--- src/rtl/sclt_pkg.sv ---
// types, codes and helpers shared by the command-line tokenizer
package sclt_pkg;

   typedef logic [7:0] byte_type;
   typedef logic [3:0] kind_type;
   typedef logic [2:0] mode_type;

   localparam kind_type K_CHAR   = 4'd0;
   localparam kind_type K_WEND   = 4'd1;
   localparam kind_type K_PIPE   = 4'd2;
   localparam kind_type K_IN     = 4'd3;
   localparam kind_type K_OUT    = 4'd4;
   localparam kind_type K_APPEND = 4'd5;
   localparam kind_type K_BG     = 4'd6;
   localparam kind_type K_END    = 4'd7;
   localparam kind_type K_SQERR  = 4'd8;
   localparam kind_type K_DQERR  = 4'd9;

   localparam mode_type M_IDLE  = 3'd0;
   localparam mode_type M_WORD  = 3'd1;
   localparam mode_type M_SQ    = 3'd2;
   localparam mode_type M_DQ    = 3'd3;
   localparam mode_type M_DQESC = 3'd4;
   localparam mode_type M_ESC   = 3'd5;
   localparam mode_type M_GT    = 3'd6;

   localparam byte_type CH_NUL    = 8'h00;
   localparam byte_type CH_SPACE  = 8'h20;
   localparam byte_type CH_TAB    = 8'h09;
   localparam byte_type CH_CR     = 8'h0D;
   localparam byte_type CH_PIPE   = 8'h7C;
   localparam byte_type CH_LT     = 8'h3C;
   localparam byte_type CH_GT     = 8'h3E;
   localparam byte_type CH_AMP    = 8'h26;
   localparam byte_type CH_SQUOTE = 8'h27;
   localparam byte_type CH_DQUOTE = 8'h22;
   localparam byte_type CH_BSLASH = 8'h5C;

   localparam int QUEUE_DEPTH = 4;
   localparam int QPTR_W      = $clog2(QUEUE_DEPTH);

   // one queued byte outcome: one or two results
   typedef struct packed {
      logic     two;
      kind_type kind0;
      kind_type kind1;
      byte_type ch;
   } entry_type;

   typedef struct packed {
      logic full;
      logic empty;
   } q_status_type;

   function automatic logic is_space(byte_type c);
      return (c == CH_SPACE) || ((c >= CH_TAB) && (c <= CH_CR));
   endfunction

endpackage

--- src/rtl/sclt_req_if.sv ---
// input channel: one command-line byte per transaction
interface sclt_req_if;
   logic               valid;
   logic               ready;
   sclt_pkg::byte_type line_byte;

   modport source(output valid, output line_byte, input ready);
   modport sink(input valid, input line_byte, output ready);
endinterface

--- src/rtl/sclt_rsp_if.sv ---
// result channel: one token result per transaction
interface sclt_rsp_if;
   logic               valid;
   logic               ready;
   sclt_pkg::kind_type token_kind;
   sclt_pkg::byte_type word_char;
   logic               last_of_run;

   modport source(output valid, output token_kind, output word_char, output last_of_run,
                  input ready);
   modport sink(input valid, input token_kind, input word_char, input last_of_run,
                output ready);
endinterface

--- src/rtl/sclt_front.sv ---
// front end: lexer mode and word length, classifies each byte into queue entries
module sclt_front #(
   parameter int TOKEN_CAPACITY = 64
) (
   input  logic                   clock,
   input  logic                   reset,
   sclt_req_if.sink               req_chan,
   input  sclt_pkg::q_status_type q_stat,
   output logic                   push,
   output sclt_pkg::entry_type    push_entry
);
   import sclt_pkg::*;

   localparam int LEN_W = $clog2(TOKEN_CAPACITY);
   localparam logic [LEN_W-1:0] LEN_MAX = LEN_W'(TOKEN_CAPACITY - 1);

   mode_type         mode_ff, mode_in;
   logic [LEN_W-1:0] len_ff, len_in;

   byte_type         c;
   logic             accept;
   logic             can_add;

   mode_type         bt_mode;
   logic [LEN_W-1:0] bt_len;
   logic             bt_emit;
   kind_type         bt_kind;

   logic             use_bt;
   logic             pre;
   kind_type         pre_kind;
   logic             emit;
   logic             two;
   kind_type         k0;
   kind_type         k1;

   assign c              = req_chan.line_byte;
   assign req_chan.ready = !q_stat.full;
   assign accept         = req_chan.valid && req_chan.ready;
   assign can_add        = (len_ff < LEN_MAX);

   // between-tokens handling of the byte
   always_comb begin
      bt_mode = M_IDLE;
      bt_len  = '0;
      bt_emit = 1'b1;
      bt_kind = K_CHAR;
      if (c == CH_NUL) begin
         bt_kind = K_END;
      end else if (is_space(c)) begin
         bt_emit = 1'b0;
      end else if (c == CH_PIPE) begin
         bt_kind = K_PIPE;
      end else if (c == CH_LT) begin
         bt_kind = K_IN;
      end else if (c == CH_AMP) begin
         bt_kind = K_BG;
      end else if (c == CH_GT) begin
         bt_mode = M_GT;
         bt_emit = 1'b0;
      end else if (c == CH_SQUOTE) begin
         bt_mode = M_SQ;
         bt_emit = 1'b0;
      end else if (c == CH_DQUOTE) begin
         bt_mode = M_DQ;
         bt_emit = 1'b0;
      end else if (c == CH_BSLASH) begin
         bt_mode = M_ESC;
         bt_emit = 1'b0;
      end else begin
         bt_mode = M_WORD;
         bt_len  = LEN_W'(1);
      end
   end

   always_comb begin
      mode_in  = mode_ff;
      len_in   = len_ff;
      use_bt   = 1'b0;
      pre      = 1'b0;
      pre_kind = K_WEND;
      emit     = 1'b0;
      two      = 1'b0;
      k0       = K_CHAR;
      k1       = K_CHAR;
      unique case (mode_ff)
         M_GT: begin
            if (c == CH_GT) begin
               mode_in = M_IDLE;
               emit    = 1'b1;
               k0      = K_APPEND;
            end else begin
               use_bt   = 1'b1;
               pre      = 1'b1;
               pre_kind = K_OUT;
            end
         end
         M_WORD: begin
            if ((c == CH_NUL) || is_space(c) || (c == CH_PIPE) || (c == CH_LT) ||
                (c == CH_GT) || (c == CH_AMP)) begin
               use_bt = 1'b1;
               pre    = 1'b1;
            end else if (c == CH_SQUOTE) begin
               mode_in = M_SQ;
            end else if (c == CH_DQUOTE) begin
               mode_in = M_DQ;
            end else if (c == CH_BSLASH) begin
               mode_in = M_ESC;
            end else if (can_add) begin
               len_in = len_ff + LEN_W'(1);
               emit   = 1'b1;
            end
         end
         M_SQ: begin
            if (c == CH_NUL) begin
               mode_in = M_IDLE;
               len_in  = '0;
               emit    = 1'b1;
               k0      = K_SQERR;
            end else if (c == CH_SQUOTE) begin
               mode_in = M_WORD;
            end else if (can_add) begin
               len_in = len_ff + LEN_W'(1);
               emit   = 1'b1;
            end
         end
         M_DQ: begin
            if (c == CH_NUL) begin
               mode_in = M_IDLE;
               len_in  = '0;
               emit    = 1'b1;
               k0      = K_DQERR;
            end else if (c == CH_DQUOTE) begin
               mode_in = M_WORD;
            end else if (c == CH_BSLASH) begin
               mode_in = M_DQESC;
            end else if (can_add) begin
               len_in = len_ff + LEN_W'(1);
               emit   = 1'b1;
            end
         end
         M_DQESC: begin
            if (c == CH_NUL) begin
               mode_in = M_IDLE;
               len_in  = '0;
               emit    = 1'b1;
               k0      = K_DQERR;
            end else begin
               mode_in = M_DQ;
               if (can_add) begin
                  len_in = len_ff + LEN_W'(1);
                  emit   = 1'b1;
               end
            end
         end
         M_ESC: begin
            if (c == CH_NUL) begin
               use_bt = 1'b1;
               pre    = 1'b1;
            end else begin
               mode_in = M_WORD;
               if (can_add) begin
                  len_in = len_ff + LEN_W'(1);
                  emit   = 1'b1;
               end
            end
         end
         default: begin
            use_bt = 1'b1;
         end
      endcase
      if (use_bt) begin
         mode_in = bt_mode;
         len_in  = bt_len;
         if (pre) begin
            emit = 1'b1;
            k0   = pre_kind;
            if (bt_emit) begin
               two = 1'b1;
               k1  = bt_kind;
            end
         end else begin
            emit = bt_emit;
            k0   = bt_kind;
         end
      end
   end

   assign push             = accept && emit;
   assign push_entry.two   = two;
   assign push_entry.kind0 = k0;
   assign push_entry.kind1 = k1;
   assign push_entry.ch    = c;

   always_ff @(posedge clock) begin
      if (reset) begin
         mode_ff <= M_IDLE;
         len_ff  <= '0;
      end else if (accept) begin
         mode_ff <= mode_in;
         len_ff  <= len_in;
      end
   end

endmodule

--- src/rtl/sclt_queue.sv ---
// short entry queue between front end and back end
module sclt_queue (
   input  logic                   clock,
   input  logic                   reset,
   input  logic                   push,
   input  sclt_pkg::entry_type    push_entry,
   input  logic                   pop,
   output sclt_pkg::entry_type    head,
   output sclt_pkg::q_status_type q_stat
);
   import sclt_pkg::*;

   entry_type         entries_ff [QUEUE_DEPTH];
   logic [QPTR_W-1:0] wr_ptr_ff, wr_ptr_in;
   logic [QPTR_W-1:0] rd_ptr_ff, rd_ptr_in;
   logic [QPTR_W:0]   count_ff, count_in;

   assign head         = entries_ff[rd_ptr_ff];
   assign q_stat.full  = (count_ff == (QPTR_W + 1)'(QUEUE_DEPTH));
   assign q_stat.empty = (count_ff == '0);

   always_comb begin
      wr_ptr_in = push ? wr_ptr_ff + QPTR_W'(1) : wr_ptr_ff;
      rd_ptr_in = pop ? rd_ptr_ff + QPTR_W'(1) : rd_ptr_ff;
      count_in  = count_ff;
      if (push && !pop) begin
         count_in = count_ff + (QPTR_W + 1)'(1);
      end else if (pop && !push) begin
         count_in = count_ff - (QPTR_W + 1)'(1);
      end
   end

   always_ff @(posedge clock) begin
      if (push) begin
         entries_ff[wr_ptr_ff] <= push_entry;
      end
   end

   always_ff @(posedge clock) begin
      if (reset) begin
         wr_ptr_ff <= '0;
         rd_ptr_ff <= '0;
         count_ff  <= '0;
      end else begin
         wr_ptr_ff <= wr_ptr_in;
         rd_ptr_ff <= rd_ptr_in;
         count_ff  <= count_in;
      end
   end

endmodule

--- src/rtl/sclt_back.sv ---
// back end: expands queue entries into results through an output register
module sclt_back (
   input  logic                   clock,
   input  logic                   reset,
   input  sclt_pkg::entry_type    head,
   input  sclt_pkg::q_status_type q_stat,
   output logic                   pop,
   sclt_rsp_if.source             rsp_chan
);
   import sclt_pkg::*;

   logic     valid_ff, valid_in;
   logic     second_ff, second_in;
   kind_type kind_ff, kind_in;
   byte_type char_ff, char_in;
   logic     last_ff, last_in;

   logic     out_ld;
   logic     take;

   assign out_ld = !valid_ff || rsp_chan.ready;
   assign take   = out_ld && !q_stat.empty;
   assign pop    = take && (!head.two || second_ff);

   always_comb begin
      kind_in   = second_ff ? head.kind1 : head.kind0;
      char_in   = (kind_in == K_CHAR) ? head.ch : '0;
      last_in   = !head.two || second_ff;
      second_in = second_ff;
      valid_in  = valid_ff;
      if (take) begin
         valid_in  = 1'b1;
         second_in = head.two && !second_ff;
      end else if (out_ld) begin
         valid_in = 1'b0;
      end
   end

   always_ff @(posedge clock) begin
      if (reset) begin
         valid_ff  <= 1'b0;
         second_ff <= 1'b0;
      end else begin
         valid_ff  <= valid_in;
         second_ff <= second_in;
      end
   end

   always_ff @(posedge clock) begin
      if (take) begin
         kind_ff <= kind_in;
         char_ff <= char_in;
         last_ff <= last_in;
      end
   end

   assign rsp_chan.valid       = valid_ff;
   assign rsp_chan.token_kind  = kind_ff;
   assign rsp_chan.word_char   = char_ff;
   assign rsp_chan.last_of_run = last_ff;

endmodule

--- src/rtl/shell_command_line_tokenizer.sv ---
// shell command-line tokenizer top level
//
// req_chan takes one byte of a command line per transaction; byte 0 ends the
// line. rsp_chan gives token results: word characters, word ends, operators
// (| < > >> &), end of line, or a quote error for an unterminated quote.
// last_of_run marks the final result that one input byte causes; a byte may
// cause none, one or two results.
// The front end takes one byte per cycle while its entry queue (four deep)
// has room. The back end drains one result per cycle into the output
// register while rsp_chan is not stalled; a byte with two results uses two
// transactions. Results pass through the entry queue, then the output
// register. A deferred '>' shows its result only with the following byte.
// When the receiver holds rsp_chan.ready low, the output register holds its
// transaction, the queue fills and req_chan.ready drops once it is full.
// Synchronous reset empties the queue and output register and returns the
// lexer to the between-tokens mode with an empty word.
module shell_command_line_tokenizer #(
   parameter int TOKEN_CAPACITY = 64
) (
   input logic        clock,
   input logic        reset,
   sclt_req_if.sink   req_chan,
   sclt_rsp_if.source rsp_chan
);
   import sclt_pkg::*;

   logic         push;
   logic         pop;
   entry_type    push_entry;
   entry_type    head;
   q_status_type q_stat;

   sclt_front #(
      .TOKEN_CAPACITY(TOKEN_CAPACITY)
   ) u_front (
      .clock     (clock),
      .reset     (reset),
      .req_chan  (req_chan),
      .q_stat    (q_stat),
      .push      (push),
      .push_entry(push_entry)
   );

   sclt_queue u_queue (
      .clock     (clock),
      .reset     (reset),
      .push      (push),
      .push_entry(push_entry),
      .pop       (pop),
      .head      (head),
      .q_stat    (q_stat)
   );

   sclt_back u_back (
      .clock   (clock),
      .reset   (reset),
      .head    (head),
      .q_stat  (q_stat),
      .pop     (pop),
      .rsp_chan(rsp_chan)
   );

`ifndef SYNTHESIS
   a_full_blocks_input: assert property (@(posedge clock) disable iff (reset)
      q_stat.full |-> !req_chan.ready)
      else $error("input taken while queue full");

   a_queue_status: assert property (@(posedge clock) disable iff (reset)
      !(q_stat.full && q_stat.empty))
      else $error("queue both full and empty");

   a_second_follows: assert property (@(posedge clock) disable iff (reset)
      rsp_chan.valid && rsp_chan.ready && !rsp_chan.last_of_run
      |=> rsp_chan.valid && rsp_chan.last_of_run)
      else $error("second result of a byte missing");

   a_first_of_pair: assert property (@(posedge clock) disable iff (reset)
      rsp_chan.valid && !rsp_chan.last_of_run
      |-> (rsp_chan.token_kind == K_OUT) || (rsp_chan.token_kind == K_WEND))
      else $error("unexpected kind on first of two results");
`endif

endmodule

--- src/flat_wrapper.sv ---
// flat-port wrapper written by rule: the top's interface ports become plain ports
module shell_command_line_tokenizer_flat import sclt_pkg::*;
#(
   parameter int TOKEN_CAPACITY = 64
)
  (clock, reset, req_chan_valid, req_chan_line_byte, req_chan_ready, rsp_chan_valid, rsp_chan_token_kind, rsp_chan_word_char, rsp_chan_last_of_run, rsp_chan_ready);
  sclt_req_if req_chan_i ();
  sclt_rsp_if rsp_chan_i ();
  input logic clock;
  input logic reset;
  input wire logic [$bits(req_chan_i.valid)-1:0] req_chan_valid;
  input wire logic [$bits(req_chan_i.line_byte)-1:0] req_chan_line_byte;
  output wire logic [$bits(req_chan_i.ready)-1:0] req_chan_ready;
  output wire logic [$bits(rsp_chan_i.valid)-1:0] rsp_chan_valid;
  output wire logic [$bits(rsp_chan_i.token_kind)-1:0] rsp_chan_token_kind;
  output wire logic [$bits(rsp_chan_i.word_char)-1:0] rsp_chan_word_char;
  output wire logic [$bits(rsp_chan_i.last_of_run)-1:0] rsp_chan_last_of_run;
  input wire logic [$bits(rsp_chan_i.ready)-1:0] rsp_chan_ready;
  assign req_chan_i.valid = req_chan_valid;
  assign req_chan_i.line_byte = req_chan_line_byte;
  assign req_chan_ready = req_chan_i.ready;
  assign rsp_chan_valid = rsp_chan_i.valid;
  assign rsp_chan_token_kind = rsp_chan_i.token_kind;
  assign rsp_chan_word_char = rsp_chan_i.word_char;
  assign rsp_chan_last_of_run = rsp_chan_i.last_of_run;
  assign rsp_chan_i.ready = rsp_chan_ready;
  shell_command_line_tokenizer #(.TOKEN_CAPACITY(TOKEN_CAPACITY)) u_core (.clock(clock), .reset(reset), .req_chan(req_chan_i), .rsp_chan(rsp_chan_i));
endmodule
--- config.mk ---
export PLATFORM = sky130hd
export DESIGN_NAME = shell_command_line_tokenizer_flat
export DESIGN_NICKNAME = d
export VERILOG_FILES = /design/src/rtl/sclt_pkg.sv /design/src/rtl/sclt_req_if.sv /design/src/rtl/sclt_rsp_if.sv /design/src/rtl/sclt_front.sv /design/src/rtl/sclt_queue.sv /design/src/rtl/sclt_back.sv /design/src/rtl/shell_command_line_tokenizer.sv /design/src/flat_wrapper.sv
export SDC_FILE = /design/constraint.sdc
export NUM_CORES = 1
export LEC_CHECK = 0
export CORE_MARGIN = 8
export CORE_UTILIZATION = 50
export DETAILED_ROUTE_END_ITERATION = 10
export DONT_BUFFER_PORTS = 1
export GPL_TIMING_DRIVEN = 0
export PLACE_DENSITY_LB_ADDON = 0.08
export SKIP_LAST_GASP = 1
export SYNTH_ARGS = -nofsm -noshare
export SYNTH_HDL_FRONTEND = slang
export SYNTH_SLANG_ARGS = --single-unit
--- constraint.sdc ---
create_clock -name clock -period 3.3 [get_ports clock]
set_input_delay 0.66 -clock clock [delete_from_list [all_inputs] [get_ports clock]]
set_output_delay 0.66 -clock clock [all_outputs]
set_load 0.01 [all_outputs]
==> qor.csv, run 1 <==
stage,metric,value,unit
die,die_area,0.01256,mm2
clock_tree,worst_setup_hold_path_clk_slew,110,ps
power_and_ir_drop,leakage_power,1.620,nW
sta,period_needed,3211,ps
yosys,postSynthNetCount,371,
sta,timing.hold.ws,386.1,ps
die,initial_core_util,50.67,%
setup_path,timing.critical_path.required,3590,ps
setup_path,critical-path-slowest-cell,sky130_fd_sc_hd__fa_1,
clock_tree,cts_inserted_buffers,9,
yosys,synth_warnings,0,
placed_design,place.port_buffers,0,
global_route,grt_first_pass_wirelength,15.15,mm
sta,post-route-worst-setup-slack,89.43,ps
finish,final_design_area_no_fill,0.005010,mm2
yosys,netlist-cell-type-count,63,
drt,detail_route.vias_per_cell,6.060,
setup_path,worstPathBufferInverterCount,3,
power_and_ir_drop,share_clk_of_total_power,20.1,%
clock_tree,worstSkewPairLatency,360,ps
worst_hold_path,hold_path.startpoint,req_chan_line_byte[0],
sta,maxSlewHeadroom,43.90,%
setup_path,ff2ff_setup_slack,240,ps
finish,syn_to_final_growth,8.539,%
setup_path,reg2regPathDepth,12,
sta,timing.final.hold_violations,0,
setup_path,cp_cell_sequence,"buf_4, nor4_4, and2_4, buf_6, nor2_1, a311o_1, a21oi_2, o211a_4, ha_4, inv_1, fa_1, xor2_1, or3_1, a21oi_1",
setup_path,timing.critical_path.fanout_max,10,
clock_tree,h_tree_lvls,3,
setup_path,regToRegStartpoint,u_core.u_front.mode_ff[0],
placed_design,gp_congestion,0.9116,
yosys,postSynth.topFlopCell,sky130_fd_sc_hd__edfxtp_1,
drt,drt.antenna.violating_nets,0,
clock_tree,cts.path.max_buffers,2,
yosys,synthesis.area,0.004616,mm2
sta,tightestPinTransition,841.5,ps
yosys,biggest_area_contributors_in_the_synthesized_netlist,"sky130_fd_sc_hd__edfxtp_1, sky130_fd_sc_hd__dfxtp_1, sky130_fd_sc_hd__mux4_2",
sta,fmaxAchievable,311.5,MHz
drt,via_count,2915,
placed_design,place_area,0.004786,mm2
clock_tree,tritoncts_num_sinks,97,
setup_path,rr_endpoint,u_core.u_queue.count_ff[2],
yosys,number_of_enable_type_register_cells_in_the_synthesized_netlist,77,
yosys,synth_top_area_share,50.09,%
finish,nNetsFinal,384,
sta,rsz0062_at_grt,false,
power_and_ir_drop,intPower,2.397,mW
drt,route.detailed.drc,0,
finish,fill_cells,786,
finish,ff_latch_area,0.002713,mm2
drt,initial_drc_count,188,
drt,drt-wirelength-per-cell,19.41,um
setup_path,cp.depth,14,
yosys,ys_top_cells_by_count,"sky130_fd_sc_hd__edfxtp_1, sky130_fd_sc_hd__nor2_1, sky130_fd_sc_hd__dfxtp_1, sky130_fd_sc_hd__nand2_1, sky130_fd_sc_hd__a21oi_1",
sta,clock_skew,12.46,ps
setup_path,end_kind,flop,
worst_hold_path,end_point_of_the_most_critical_hold_path,u_core.u_queue.entries_ff[0][0],
drt,drtPass1Iterations,4,
finish,n_antenna_cell,0,
sta,setup-tns-final,0,ps
yosys,synth_async_sr_flop_share,0,%
global_route,gr-total-overflow,0,
sta,fin_crit_sh,97.29,%
power_and_ir_drop,share_comb_of_total_power,30.7,%
yosys,synth.avg_cell_area,13.11,um2
yosys,synth.most_common_cell,sky130_fd_sc_hd__edfxtp_1,
job,cap_viol_max_count,0,
yosys,total_of_flip_flops_plus_latches_after_synthesis,97,
setup_path,start_kind,input pin,
setup_path,worst-endpoint-arrival,3500,ps
sta,slew_violations,0,
placed_design,detailedPlace.worstSlack,-405.0,ps
global_route,grt.total_usage,15.55,%
die,die_h,112.1,um
power_and_ir_drop,max-vdd-ir-drop,0.0003134,V
finish,multi_input_gate_area_in_the_final_layout,0.001848,mm2
die,floorplan.core_area,0.009109,mm2
die,die_width,112.1,um
power_and_ir_drop,p_per_area,719.9,mW/mm2
global_route,antenna_found_initial,0,
global_route,number_of_global_route_vias_before_repair,2836,
yosys,seq_area_frac_synth,58.77,%
yosys,post_synthesis_instance_total,352,
worst_hold_path,hold_path.class,in -> reg,
yosys,synth_area_leader_cell,sky130_fd_sc_hd__edfxtp_1,
worst_hold_path,hold_depth,0,
power_and_ir_drop,power.share.switching,33.52,%
die,ioPinCount,27,
clock_tree,clockRootBuffer,sky130_fd_sc_hd__clkbuf_8,
setup_path,crit_path_max_incr_delay,380,ps
global_route,grt_max_degree,19,
drt,detail_route.wirelength,9.338,mm
power_and_ir_drop,seq_power_share,49.2,%
sta,setup-violations-final,0,
placed_design,post_detail_place_hpwl,6.546,mm
die,floorplan.rows,35,
setup_path,cp_top_family,simple AND/OR/NAND/NOR gates,
setup_path,path_class,in -> reg,
power_and_ir_drop,total_switching_power,1.209,mW
outcome,outcome,completed,
clock_tree,cts_tree,built,
clock_tree,cts_hold_buf,0,
finish,fraction_of_final_layout_cells_sized_beyond_drive_strength_1,17.84,%
==> routing by layer <==
metal / GRT usage, % / up-vias / part of all wire, %
li1: - / 1382 / -
met4: 6.205 / 0 / 1.1
met1: 20.47 / 1450 / 47
met3: 3.274 / 11 / 3.3
met2: 24.61 / 72 / 49
met5: 0 / - / 0
==> repair_timing <==
action	in CTS	in global routing
buffers inserted	0	2
gates resized for setup	2	2
pin swaps	0	1
endpoints found under the setup margin	1	1
==> power by group through the flow <==
| stage | registers (mW) | clock network (mW) | logic (mW) |
|---|---|---|---|
| 2_1_floorplan | 1.77 | 0 | 0.881 |
| 3_3_place_gp | 1.80 | 0 | 1.10 |
| 3_5_place_dp | 1.81 | 0 | 1.11 |
| 4_1_cts | 1.78 | 0.748 | 1.12 |
| 5_1_grt | 1.80 | 0.801 | 1.23 |
| 6_report | 1.77 | 0.726 | 1.11 |
==> cells by family (layout without fill, tap and decap cells) <==
| kind of cell | after synthesis | in the layout | share of synthesized area (%) |
|---|---|---|---|
| adders and majority gates | 7 | 7 | 2.060 |
| xor gates and xnor gates | 4 | 4 | 0.7592 |
| and+or+nand+nor | 131 | 131 | 16.21 |
| AOI/OAI and AO/OA | 64 | 64 | 10.17 |
| buffers and inverters | 25 | 43 | 2.277 |
| muxes | 24 | 24 | 9.759 |
| DFF | 97 | 97 | 58.77 |
==> worst max path at each step <==
stage	endpoint	startpoint	slack, ps
floorplan	u_core.u_queue.count_ff[2]	req_chan_line_byte[0]	5
global placement	u_core.u_queue.count_ff[2]	req_chan_line_byte[1]	-350
detailed placement	u_core.u_queue.count_ff[2]	req_chan_line_byte[1]	-410
CTS	u_core.u_queue.count_ff[2]	flop	30
global route	u_core.u_queue.count_ff[2]	req_chan_line_byte[0]	5
finish	u_core.u_queue.count_ff[2]	req_chan_line_byte[0]	90
==> stage by stage <==
| step | instances | util, % | power (mW) |
|---|---|---|---|
| after global placement | 463 | 52.54 | 2.896 |
| after floorplan | 352 | - | 2.655 |
| after detailed placement | 463 | 52.54 | 2.920 |
| final | 481 | 55.00 | 3.607 |
| after global routing | 481 | 55.00 | 3.829 |
| after CTS | 479 | 54.78 | 3.646 |
==> layout by cell type (no fill, tap or decap), types with 4 or more instances in the layout <==
master                     count
sky130_fd_sc_hd__a21oi_1      16
sky130_fd_sc_hd__a31oi_1       5
sky130_fd_sc_hd__and2_1        6
sky130_fd_sc_hd__clkbuf_1      7
sky130_fd_sc_hd__clkbuf_8      9
sky130_fd_sc_hd__dfxtp_1      20
sky130_fd_sc_hd__edfxtp_1     77
sky130_fd_sc_hd__ha_1          5
sky130_fd_sc_hd__inv_1        11
sky130_fd_sc_hd__mux2_2        4
sky130_fd_sc_hd__mux4_2       16
sky130_fd_sc_hd__nand2_1      20
sky130_fd_sc_hd__nand2b_1      8
sky130_fd_sc_hd__nand3_1       8
sky130_fd_sc_hd__nand3b_1      4
sky130_fd_sc_hd__nor2_1       30
sky130_fd_sc_hd__nor2b_1      14
sky130_fd_sc_hd__nor3_1       11
sky130_fd_sc_hd__nor4_1        5
sky130_fd_sc_hd__o21ai_0      12
==> final cells by class <==
cell class	count	share of cell area, %
inverters	11	0.8242
plain buffers	14	1.374
flip-flops and latches	97	54.15
well taps	111	2.772
clock buffers	9	2.473
repair buffers	2	0.2997
multi-input cells	230	36.89
clock inverters	7	1.224
==> registers in the layout, summed over array words and instances, names as in the netlist, named ones only <==
signal and cells:
u_core.u_queue.wr_ptr_ff 2, u_core.u_queue.rd_ptr_ff 2, u_core.u_queue.entries_ff 64, u_core.u_back.rsp_chan.last_of_run 1, u_core.u_front.mode_ff 3, u_core.u_queue.count_ff 3
u_core.u_front.len_ff 6, u_core.u_back.second_ff 1, u_core.u_back.rsp_chan.valid 1, u_core.u_back.rsp_chan.token_kind 4, u_core.u_back.rsp_chan.word_char 8
(Power assumes the default switching activity.)
==> inputs of run 2 (changes only) <==
- ABC_AREA: not set -> 1
- CAP_MARGIN: not set -> 10
==> run 2 against run 1 <==
  * Register-to-register slack improved by 150 ps
  * Sequential share of layout area fell by 0.58 points
  * Count of clock-buffer cells in the layout grew 3
  * Sequential power increased by 8%
  * Clock power increased by 6.9%
  * Area after synthesis up 0.79%
  * First-iteration DRC count is 2.1% lower
  * Largest power group unchanged
==> qor.csv, run 2 <==
stage,metric,value,unit,change
yosys,netlist-cell-type-count,33,,was 63
clock_tree,worstSkewPairLatency,360,ps,about the same
sta,clock_skew,12.10,ps,was 12.46 ps
sta,rsz0062_at_grt,false,,unchanged
yosys,synth_area_leader_cell,sky130_fd_sc_hd__edfxtp_1,,unchanged
drt,route.met2.wl,4.762,mm,was 4.547 mm
die,floorplan.core_area,0.009153,mm2,was 0.009109 mm2
worst_hold_path,hold_path.class,in -> reg,,unchanged
setup_path,timing.critical_path.required,3540,ps,was 3590 ps
yosys,postSynth.topFlopCell,sky130_fd_sc_hd__edfxtp_1,,unchanged
finish,nNetsFinal,538,,was 384
setup_path,cp_top_family,simple AND/OR/NAND/NOR gates,,unchanged
global_route,number_of_global_route_vias_before_repair,3405,,was 2836
drt,route.detailed.drc,0,,unchanged
global_route,grt_max_degree,17,,was 19
die,initial_core_util,50.83,%,was 50.67%
power_and_ir_drop,max-vdd-ir-drop,0.0004042,V,was 0.0003134 V
placed_design,post_detail_place_hpwl,7.081,mm,was 6.546 mm
drt,drt.antenna.violating_nets,0,,unchanged
finish,flip_flop_count_of_the_largest_register_after_layout,64,,unchanged
clock_tree,cts_tree,built,,unchanged
sta,period_needed,2913,ps,was 3211 ps
drt,detail_route.vias_per_cell,5.436,,was 6.060
drt,detailed_route_wire_length_on_metal_1,4.629,mm,was 4.378 mm
die,die_width,112.5,um,was 112.1 um
yosys,seq_area_frac_synth,58.31,%,was 58.77%
clock_tree,postCtsSetupRepairBufs,0,,unchanged
clock_tree,tritoncts_num_sinks,97,,unchanged
sta,timing.final.hold_violations,0,,unchanged
sta,slew_violations,0,,unchanged
setup_path,regToRegStartpoint,u_core.u_front.mode_ff[2],,was u_core.u_front.mode_ff[0]
finish,mostFrequentLayoutCell,sky130_fd_sc_hd__nor2_1,,was sky130_fd_sc_hd__edfxtp_1
drt,topRoutingLayerUsed,met4,,unchanged
drt,drt-wirelength-per-cell,15.73,um,was 19.41 um
global_route,gr-total-overflow,0,,unchanged
power_and_ir_drop,p_per_area,852.0,mW/mm2,was 719.9 mW/mm2
outcome,outcome,completed,,unchanged
yosys,synth.most_common_cell,sky130_fd_sc_hd__nor2_1,,was sky130_fd_sc_hd__edfxtp_1
yosys,postSynthNetCount,524,,was 371
clock_tree,cts_hold_buf,0,,unchanged
finish,mostFrequentLayoutCells,"sky130_fd_sc_hd__nor2_1, sky130_fd_sc_hd__nand2_1, sky130_fd_sc_hd__edfxtp_1, sky130_fd_sc_hd__o21ai_0, sky130_fd_sc_hd__inv_1",,"was sky130_fd_sc_hd__edfxtp_1, sky130_fd_sc_hd__nor2_1, sky130_fd_sc_hd__nand2_1, sky130_fd_sc_hd__dfxtp_1"
global_route,grt.total_usage,16.59,%,was 15.55%
global_route,grt_first_pass_wirelength,16.65,mm,was 15.15 mm
yosys,synth_warnings,0,,unchanged
clock_tree,clockRootBuffer,sky130_fd_sc_hd__clkbuf_8,,unchanged
setup_path,path_class,reg -> reg,,was in -> reg
sta,maxSlewHeadroom,37.71,%,was 43.90%
drt,via_count,3452,,was 2915
finish,n_antenna_cell,0,,unchanged
finish,final_cells,635,,was 481
die,ioPinCount,27,,unchanged
sta,fmaxAchievable,343.3,MHz,was 311.5 MHz
yosys,synth.avg_cell_area,9.212,um2,was 13.11 um2
drt,detail_route.wirelength,9.988,mm,was 9.338 mm
setup_path,timing.critical_path.mode_cell,sky130_fd_sc_hd__inv_1,,
yosys,post_synthesis_instance_total,505,,was 352
die,floorplan.rows,35,,unchanged
job,cap_viol_max_count,0,,unchanged
sta,setup-tns-final,0,ps,unchanged
sta,fin_crit_sh,88.26,%,was 97.29%
die,die_h,112.5,um,was 112.1 um
finish,fraction_of_final_layout_cells_sized_beyond_drive_strength_1,10.31,%,was 17.84%
drt,drtPass1Iterations,4,,unchanged
setup_path,timing.critical_path.to,u_core.u_queue.count_ff[2],,unchanged
placed_design,dpl.cell_count,619,,was 463
drt,met3_wirelength,385,um,was 308 um
setup_path,cp_cell_sequence,"inv_1, nand3_1, nand3_2, nor3_4, inv_2, nand3_4, inv_4, nand2_4, nand2_2, inv_1, ha_1, inv_1, fa_1, a21oi_1, o21ai_0, o21ai_0, a21oi_1",,"was buf_4, nor4_4, and2_4, buf_6, nor2_1, a311o_1, a21oi_2, o211a_4, ha_4, inv_1, fa_1, xor2_1, or3_1, a21oi_1"
drt,initial_drc_count,184,,was 188
clock_tree,cts_inserted_buffers,9,,unchanged
clock_tree,cts.path.max_buffers,2,,unchanged
setup_path,end_kind,flop,,unchanged
setup_path,reg2regPathDepth,17,,was 12
setup_path,rr_endpoint,u_core.u_queue.count_ff[2],,unchanged
yosys,synth_top_area_share,49.70,%,was 50.09%
power_and_ir_drop,leakage_power,2.033,nW,was 1.620 nW
placed_design,place.port_buffers,0,,unchanged
yosys,total_of_flip_flops_plus_latches_after_synthesis,97,,unchanged
die,die_area,0.01265,mm2,was 0.01256 mm2
setup_path,start_kind,flop,,was input pin
sta,tightestPinTransition,933.3,ps,was 841.5 ps
setup_path,crit_path_max_incr_delay,410,ps,was 380 ps
setup_path,ff2ff_setup_slack,390,ps,was 240 ps
yosys,synth_async_sr_flop_share,0,%,unchanged
setup_path,worst-endpoint-arrival,3160,ps,was 3500 ps
setup_path,worstPathBufferInverterCount,5,,was 3
yosys,number_of_enable_type_register_cells_in_the_synthesized_netlist,77,,unchanged
clock_tree,h_tree_lvls,3,,unchanged
sta,setup-violations-final,0,,unchanged
yosys,biggest_area_contributors_in_the_synthesized_netlist,"sky130_fd_sc_hd__edfxtp_1, sky130_fd_sc_hd__dfxtp_1, sky130_fd_sc_hd__nor2_1",,"was sky130_fd_sc_hd__edfxtp_1, sky130_fd_sc_hd__dfxtp_1, sky130_fd_sc_hd__mux4_2"
global_route,antenna_found_initial,0,,unchanged
yosys,ys_top_cells_by_count,"sky130_fd_sc_hd__nor2_1, sky130_fd_sc_hd__nand2_1, sky130_fd_sc_hd__edfxtp_1",,"was sky130_fd_sc_hd__edfxtp_1, sky130_fd_sc_hd__nor2_1, sky130_fd_sc_hd__dfxtp_1, sky130_fd_sc_hd__nand2_1, sky130_fd_sc_hd__a21oi_1"
finish,largest-register,u_core.u_queue.entries_ff,,unchanged
setup_path,critical-path-slowest-cell,sky130_fd_sc_hd__dfxtp_1,,was sky130_fd_sc_hd__fa_1
setup_path,cp.depth,17,,was 14
finish,syn_to_final_growth,8.849,%,was 8.539%
setup_path,worst_setup_path_startpoint,u_core.u_front.mode_ff[2],,was req_chan_line_byte[0]
setup_path,timing.critical_path.fanout_max,10,,unchanged
placed_design,gp_congestion,0.9016,,was 0.9116
clock_tree,worst_setup_hold_path_clk_slew,90,ps,was 110 ps
yosys,synthesis.area,0.004652,mm2,was 0.004616 mm2
-- run 2: repair_timing --
action                     in CTS  in global routing
gates resized for setup         0                  4
setup endpoints to repair       0                  1
hold endpoints to repair        0                  0
-- run 2: cell type report --
type                       count  area [um2]
multi-input combinational    344        1727
clock inverter                 4       51.30
timing repair buffer           3       41.29
tap                          111       138.9
fill                         825        4089
clock buffer                  12       145.1
sequential                    97        2713
inverter                      54       205.2
buffer                        10       42.54
-- run 2: stage by stage --
stage | utilization (%) | hold WS [ps] | setup slack (ps) | power (mW) | cell area (um2)
floorplan | - | 435.6 | 458.1 | 3.095 | 4652
global placement | 52.34 | 459.1 | -305.8 | 3.479 | 4791
detailed placement | 52.97 | 462.7 | 43.28 | 3.562 | 4848
CTS | 55.12 | 345.7 | 297.2 | 4.336 | 5045
global route | 55.32 | 337.8 | 35.54 | 4.653 | 5064
finish | 55.32 | 365.3 | 387.3 | 4.314 | 5064
-- run 2: power by group --
part | switching (mW) | internal (mW)
registers | 0.182 | 1.74
logic | 1.11 | 0.500
clock network | 0.402 | 0.374
total | 1.70 | 2.62
-- run 2: kinds of logic after synthesis --
kind of cell,synth area share (%)
xor+xnor,0.5649
fa+ha+maj,2.044
buf+inv,5.325
flops,58.31
simple gates,21.84
compound gates,11.91
-- run 2: metal layers --
| metal | vias to the layer above | global-route usage [%] |
|---|---|---|
| met3 | 22 | 3.596 |
| met4 | 0 | 6.385 |
| li1 | 1740 | - |
| met2 | 77 | 28.38 |
| met5 | - | 0 |
| met1 | 1613 | 20.01 |
-- run 2: worst min path at each step --
stage / start / end / depth (start not counted)
finish: reset / u_core.u_front.len_ff[2] / 1
CTS: reset / u_core.u_front.len_ff[2] / 1
global route: reset / u_core.u_queue.count_ff[0] / 1
floorplan: u_core.u_queue.rd_ptr_ff[1] / flop / 2
detailed placement: u_core.u_queue.rd_ptr_ff[1] / u_core.u_queue.rd_ptr_ff[1] / 2
global placement: u_core.u_queue.rd_ptr_ff[1] / u_core.u_queue.rd_ptr_ff[1] / 2
==> inputs of run 3 (changes only) <==
- CTS_BUF_LIST: not set -> sky130_fd_sc_hd__clkbuf_8 sky130_fd_sc_hd__clkbuf_16
==> run 3 against run 2 <==
  * Final area stayed put
  * Die area did not move
  * First-iteration DRC count increased by 1.1%
  * Critical path type unchanged
  * Critical endpoint unchanged
  * Highest routed layer unchanged
==> qor.csv, run 3 (synthesis gave the netlist of run 2 again) <==
stage,metric,value,unit,change
outcome,outcome,completed,,unchanged
power_and_ir_drop,power.share.switching,39.45,%,was 39.37%
sta,period_needed,2913,ps,about the same
worst_hold_path,hold_depth,1,,unchanged
drt,detail_route.vias_per_cell,5.436,,unchanged
finish,largest-register,u_core.u_queue.entries_ff,,unchanged
finish,flip_flop_count_of_the_largest_register_after_layout,64,,unchanged
global_route,grt_max_degree,17,,unchanged
placed_design,detailedPlace.worstSlack,43.28,ps,unchanged
sta,maxSlewHeadroom,36.96,%,was 37.71%
global_route,antenna_found_initial,0,,unchanged
clock_tree,tritoncts_num_sinks,97,,unchanged
setup_path,critical-path-slowest-cell,sky130_fd_sc_hd__dfxtp_1,,unchanged
setup_path,timing.critical_path.required,3540,ps,about the same
setup_path,crit_path_max_incr_delay,410,ps,about the same
die,ioPinCount,27,,unchanged
drt,detail_route.wirelength,9.988,mm,unchanged
worst_hold_path,hold_path.class,in -> reg,,unchanged
placed_design,place.port_buffers,0,,unchanged
sta,rsz0062_at_grt,false,,unchanged
global_route,grt_first_pass_wirelength,16.65,mm,unchanged
setup_path,timing.critical_path.fanout_max,10,,unchanged
clock_tree,clockRootBuffer,sky130_fd_sc_hd__clkbuf_8,,unchanged
finish,fill_cells,825,,unchanged
finish,layout.core_utilization,55.32,%,unchanged
die,die_width,112.5,um,unchanged
die,initial_core_util,50.83,%,unchanged
drt,drt.antenna.violating_nets,0,,unchanged
finish,n_antenna_cell,0,,unchanged
power_and_ir_drop,share_comb_of_total_power,37.5,%,was 37.4%
sta,tightestPinTransition,944.7,ps,was 933.3 ps
clock_tree,cts_tree,built,,unchanged
clock_tree,cts.path.max_buffers,2,,unchanged
sta,timing.final.hold_violations,0,,unchanged
drt,initial_drc_count,186,,was 184
drt,via_count,3452,,unchanged
job,cap_viol_max_count,0,,unchanged
global_route,grt.total_usage,16.59,%,unchanged
placed_design,post_detail_place_hpwl,7.081,mm,unchanged
power_and_ir_drop,seq_power_share,44.6,%,about the same
placed_design,gp_congestion,0.9016,,unchanged
setup_path,cp_top_family,simple AND/OR/NAND/NOR gates,,unchanged
clock_tree,postCtsSetupRepairBufs,0,,unchanged
power_and_ir_drop,leakage_power,2.041,nW,was 2.033 nW
power_and_ir_drop,intPower,2.610,mW,was 2.616 mW
drt,drtPass1Iterations,4,,unchanged
setup_path,cp.depth,17,,unchanged
finish,nNetsFinal,538,,unchanged
die,die_h,112.5,um,unchanged
finish,syn_to_final_growth,8.849,%,unchanged
sta,fmaxAchievable,343.3,MHz,about the same
setup_path,path_class,reg -> reg,,unchanged
setup_path,worst-endpoint-arrival,3160,ps,about the same
clock_tree,worst_setup_hold_path_clk_slew,90,ps,about the same
die,die_area,0.01265,mm2,unchanged
setup_path,start_kind,flop,,unchanged
clock_tree,cts_inserted_buffers,9,,unchanged
die,floorplan.core_area,0.009153,mm2,unchanged
clock_tree,worstSkewPairLatency,360,ps,about the same
sta,setup-violations-final,0,,unchanged
sta,clock_skew,11.94,ps,was 12.10 ps
global_route,gr-total-overflow,0,,unchanged
sta,slew_violations,0,,unchanged
drt,route.detailed.drc,0,,unchanged
power_and_ir_drop,max-vdd-ir-drop,0.0004038,V,was 0.0004042 V
power_and_ir_drop,p_per_area,851.1,mW/mm2,was 852.0 mW/mm2
power_and_ir_drop,report.power.total,4.310,mW,was 4.314 mW
drt,drt-wirelength-per-cell,15.73,um,unchanged
finish,fraction_of_final_layout_cells_sized_beyond_drive_strength_1,10.31,%,unchanged
sta,fin_crit_sh,88.27,%,was 88.26%
setup_path,timing.critical_path.mode_cell,sky130_fd_sc_hd__inv_1,,unchanged
clock_tree,h_tree_lvls,3,,unchanged
setup_path,worstPathBufferInverterCount,5,,unchanged
power_and_ir_drop,total_switching_power,1.700,mW,was 1.699 mW
die,floorplan.rows,35,,unchanged
finish,mostFrequentLayoutCell,sky130_fd_sc_hd__nor2_1,,unchanged
clock_tree,cts_hold_buf,0,,unchanged
setup_path,reg2regPathDepth,17,,unchanged
finish,mostFrequentLayoutCells,"sky130_fd_sc_hd__nor2_1, sky130_fd_sc_hd__nand2_1, sky130_fd_sc_hd__edfxtp_1, sky130_fd_sc_hd__o21ai_0, sky130_fd_sc_hd__inv_1",,unchanged
setup_path,cp_cell_sequence,"inv_1, nand3_1, nand3_2, nor3_4, inv_2, nand3_4, inv_4, nand2_4, nand2_2, inv_1, ha_1, inv_1, fa_1, a21oi_1, o21ai_0, o21ai_0, a21oi_1",,unchanged
global_route,number_of_global_route_vias_before_repair,3405,,unchanged
setup_path,end_kind,flop,,unchanged
power_and_ir_drop,share_clk_of_total_power,17.9,%,was 18.0%
sta,post-route-worst-setup-slack,386.9,ps,was 387.3 ps
## run 3: changes by cell type in the layout (fill, tap and decap cells not counted)
| cell | before | now |
|---|---|---|
| sky130_fd_sc_hd__clkbuf_1 | 8 | 6 |
| sky130_fd_sc_hd__inv_1 | 47 | 49 |
## run 3: layout make-up
cell class | count | area [um2] | share of cell area, %
buffer | 10 | 42.54 | 0.8401
clock buffer | 10 | 137.6 | 2.718
clock inverter | 6 | 58.81 | 1.161
inverter | 54 | 205.2 | 4.052
multi-input combinational | 344 | 1727 | 34.10
sequential | 97 | 2713 | 53.57
tap | 111 | 138.9 | 2.743
timing repair buffer | 3 | 41.29 | 0.8154
## run 3: power by group through the flow
stage,Sequential (mW),Combinational (mW),Clock [mW]
after global placement,1.96,1.52,0
after floorplan,1.92,1.18,0
after global routing,1.96,1.86,0.835
after detailed placement,1.96,1.60,0
final,1.92,1.61,0.771
after CTS,1.93,1.61,0.788
## run 3: worst paths after layout
path	from	end	slack, ps
setup / recovery	u_core.u_front.mode_ff[2]	u_core.u_queue.count_ff[2]	390
setup reg to reg	u_core.u_front.mode_ff[2]	u_core.u_queue.count_ff[2]	390
hold / removal	reset	u_core.u_front.len_ff[2]	370
hold reg to reg	u_core.u_queue.rd_ptr_ff[1]	flop	470
## run 3: layer usage
metal / wire (um) / global-route usage, % / up-vias
li1: - / - / 1740
met1: 4630 / 20.01 / 1614
met2: 4758 / 28.38 / 76
met3: 387 / 3.596 / 22
met4: 211 / 6.385 / 0
met5: 0 / 0 / -
## run 3: worst register-to-register path: stages, from the launching register on
cell and delay (ps):
sky130_fd_sc_hd__dfxtp_1 410, sky130_fd_sc_hd__inv_1 120, sky130_fd_sc_hd__nand3_1 190, sky130_fd_sc_hd__nand3_2 170, sky130_fd_sc_hd__nor3_4 240, sky130_fd_sc_hd__inv_2 70
sky130_fd_sc_hd__nand3_4 170, sky130_fd_sc_hd__inv_4 100, sky130_fd_sc_hd__nand2_4 100, sky130_fd_sc_hd__nand2_2 100, sky130_fd_sc_hd__inv_1 80, sky130_fd_sc_hd__ha_1 140
sky130_fd_sc_hd__inv_1 70, sky130_fd_sc_hd__fa_1 380, sky130_fd_sc_hd__a21oi_1 150, sky130_fd_sc_hd__o21ai_0 110, sky130_fd_sc_hd__o21ai_0 160, sky130_fd_sc_hd__a21oi_1 50
## run 3: through the flow
| step | setup TNS [ps] | cell area [um2] | cells | hold WS, ps |
|---|---|---|---|---|
| 6_report | 0 | 5064 | 635 | 365.3 |
| 3_3_place_gp | -17440 | 4791 | 616 | 459.1 |
| 3_5_place_dp | 0 | 4848 | 619 | 462.7 |
| 5_1_grt | 0 | 5064 | 635 | 337.8 |
| 2_1_floorplan | 0 | 4652 | 505 | 435.6 |
| 4_1_cts | 0 | 5045 | 635 | 345.7 |
## run 3: repair_timing
item | 4_1_cts | 5_1_grt
endpoints found under the setup margin | 0 | 1
hold endpoints to repair | 0 | 0
resized for setup | 0 | 4
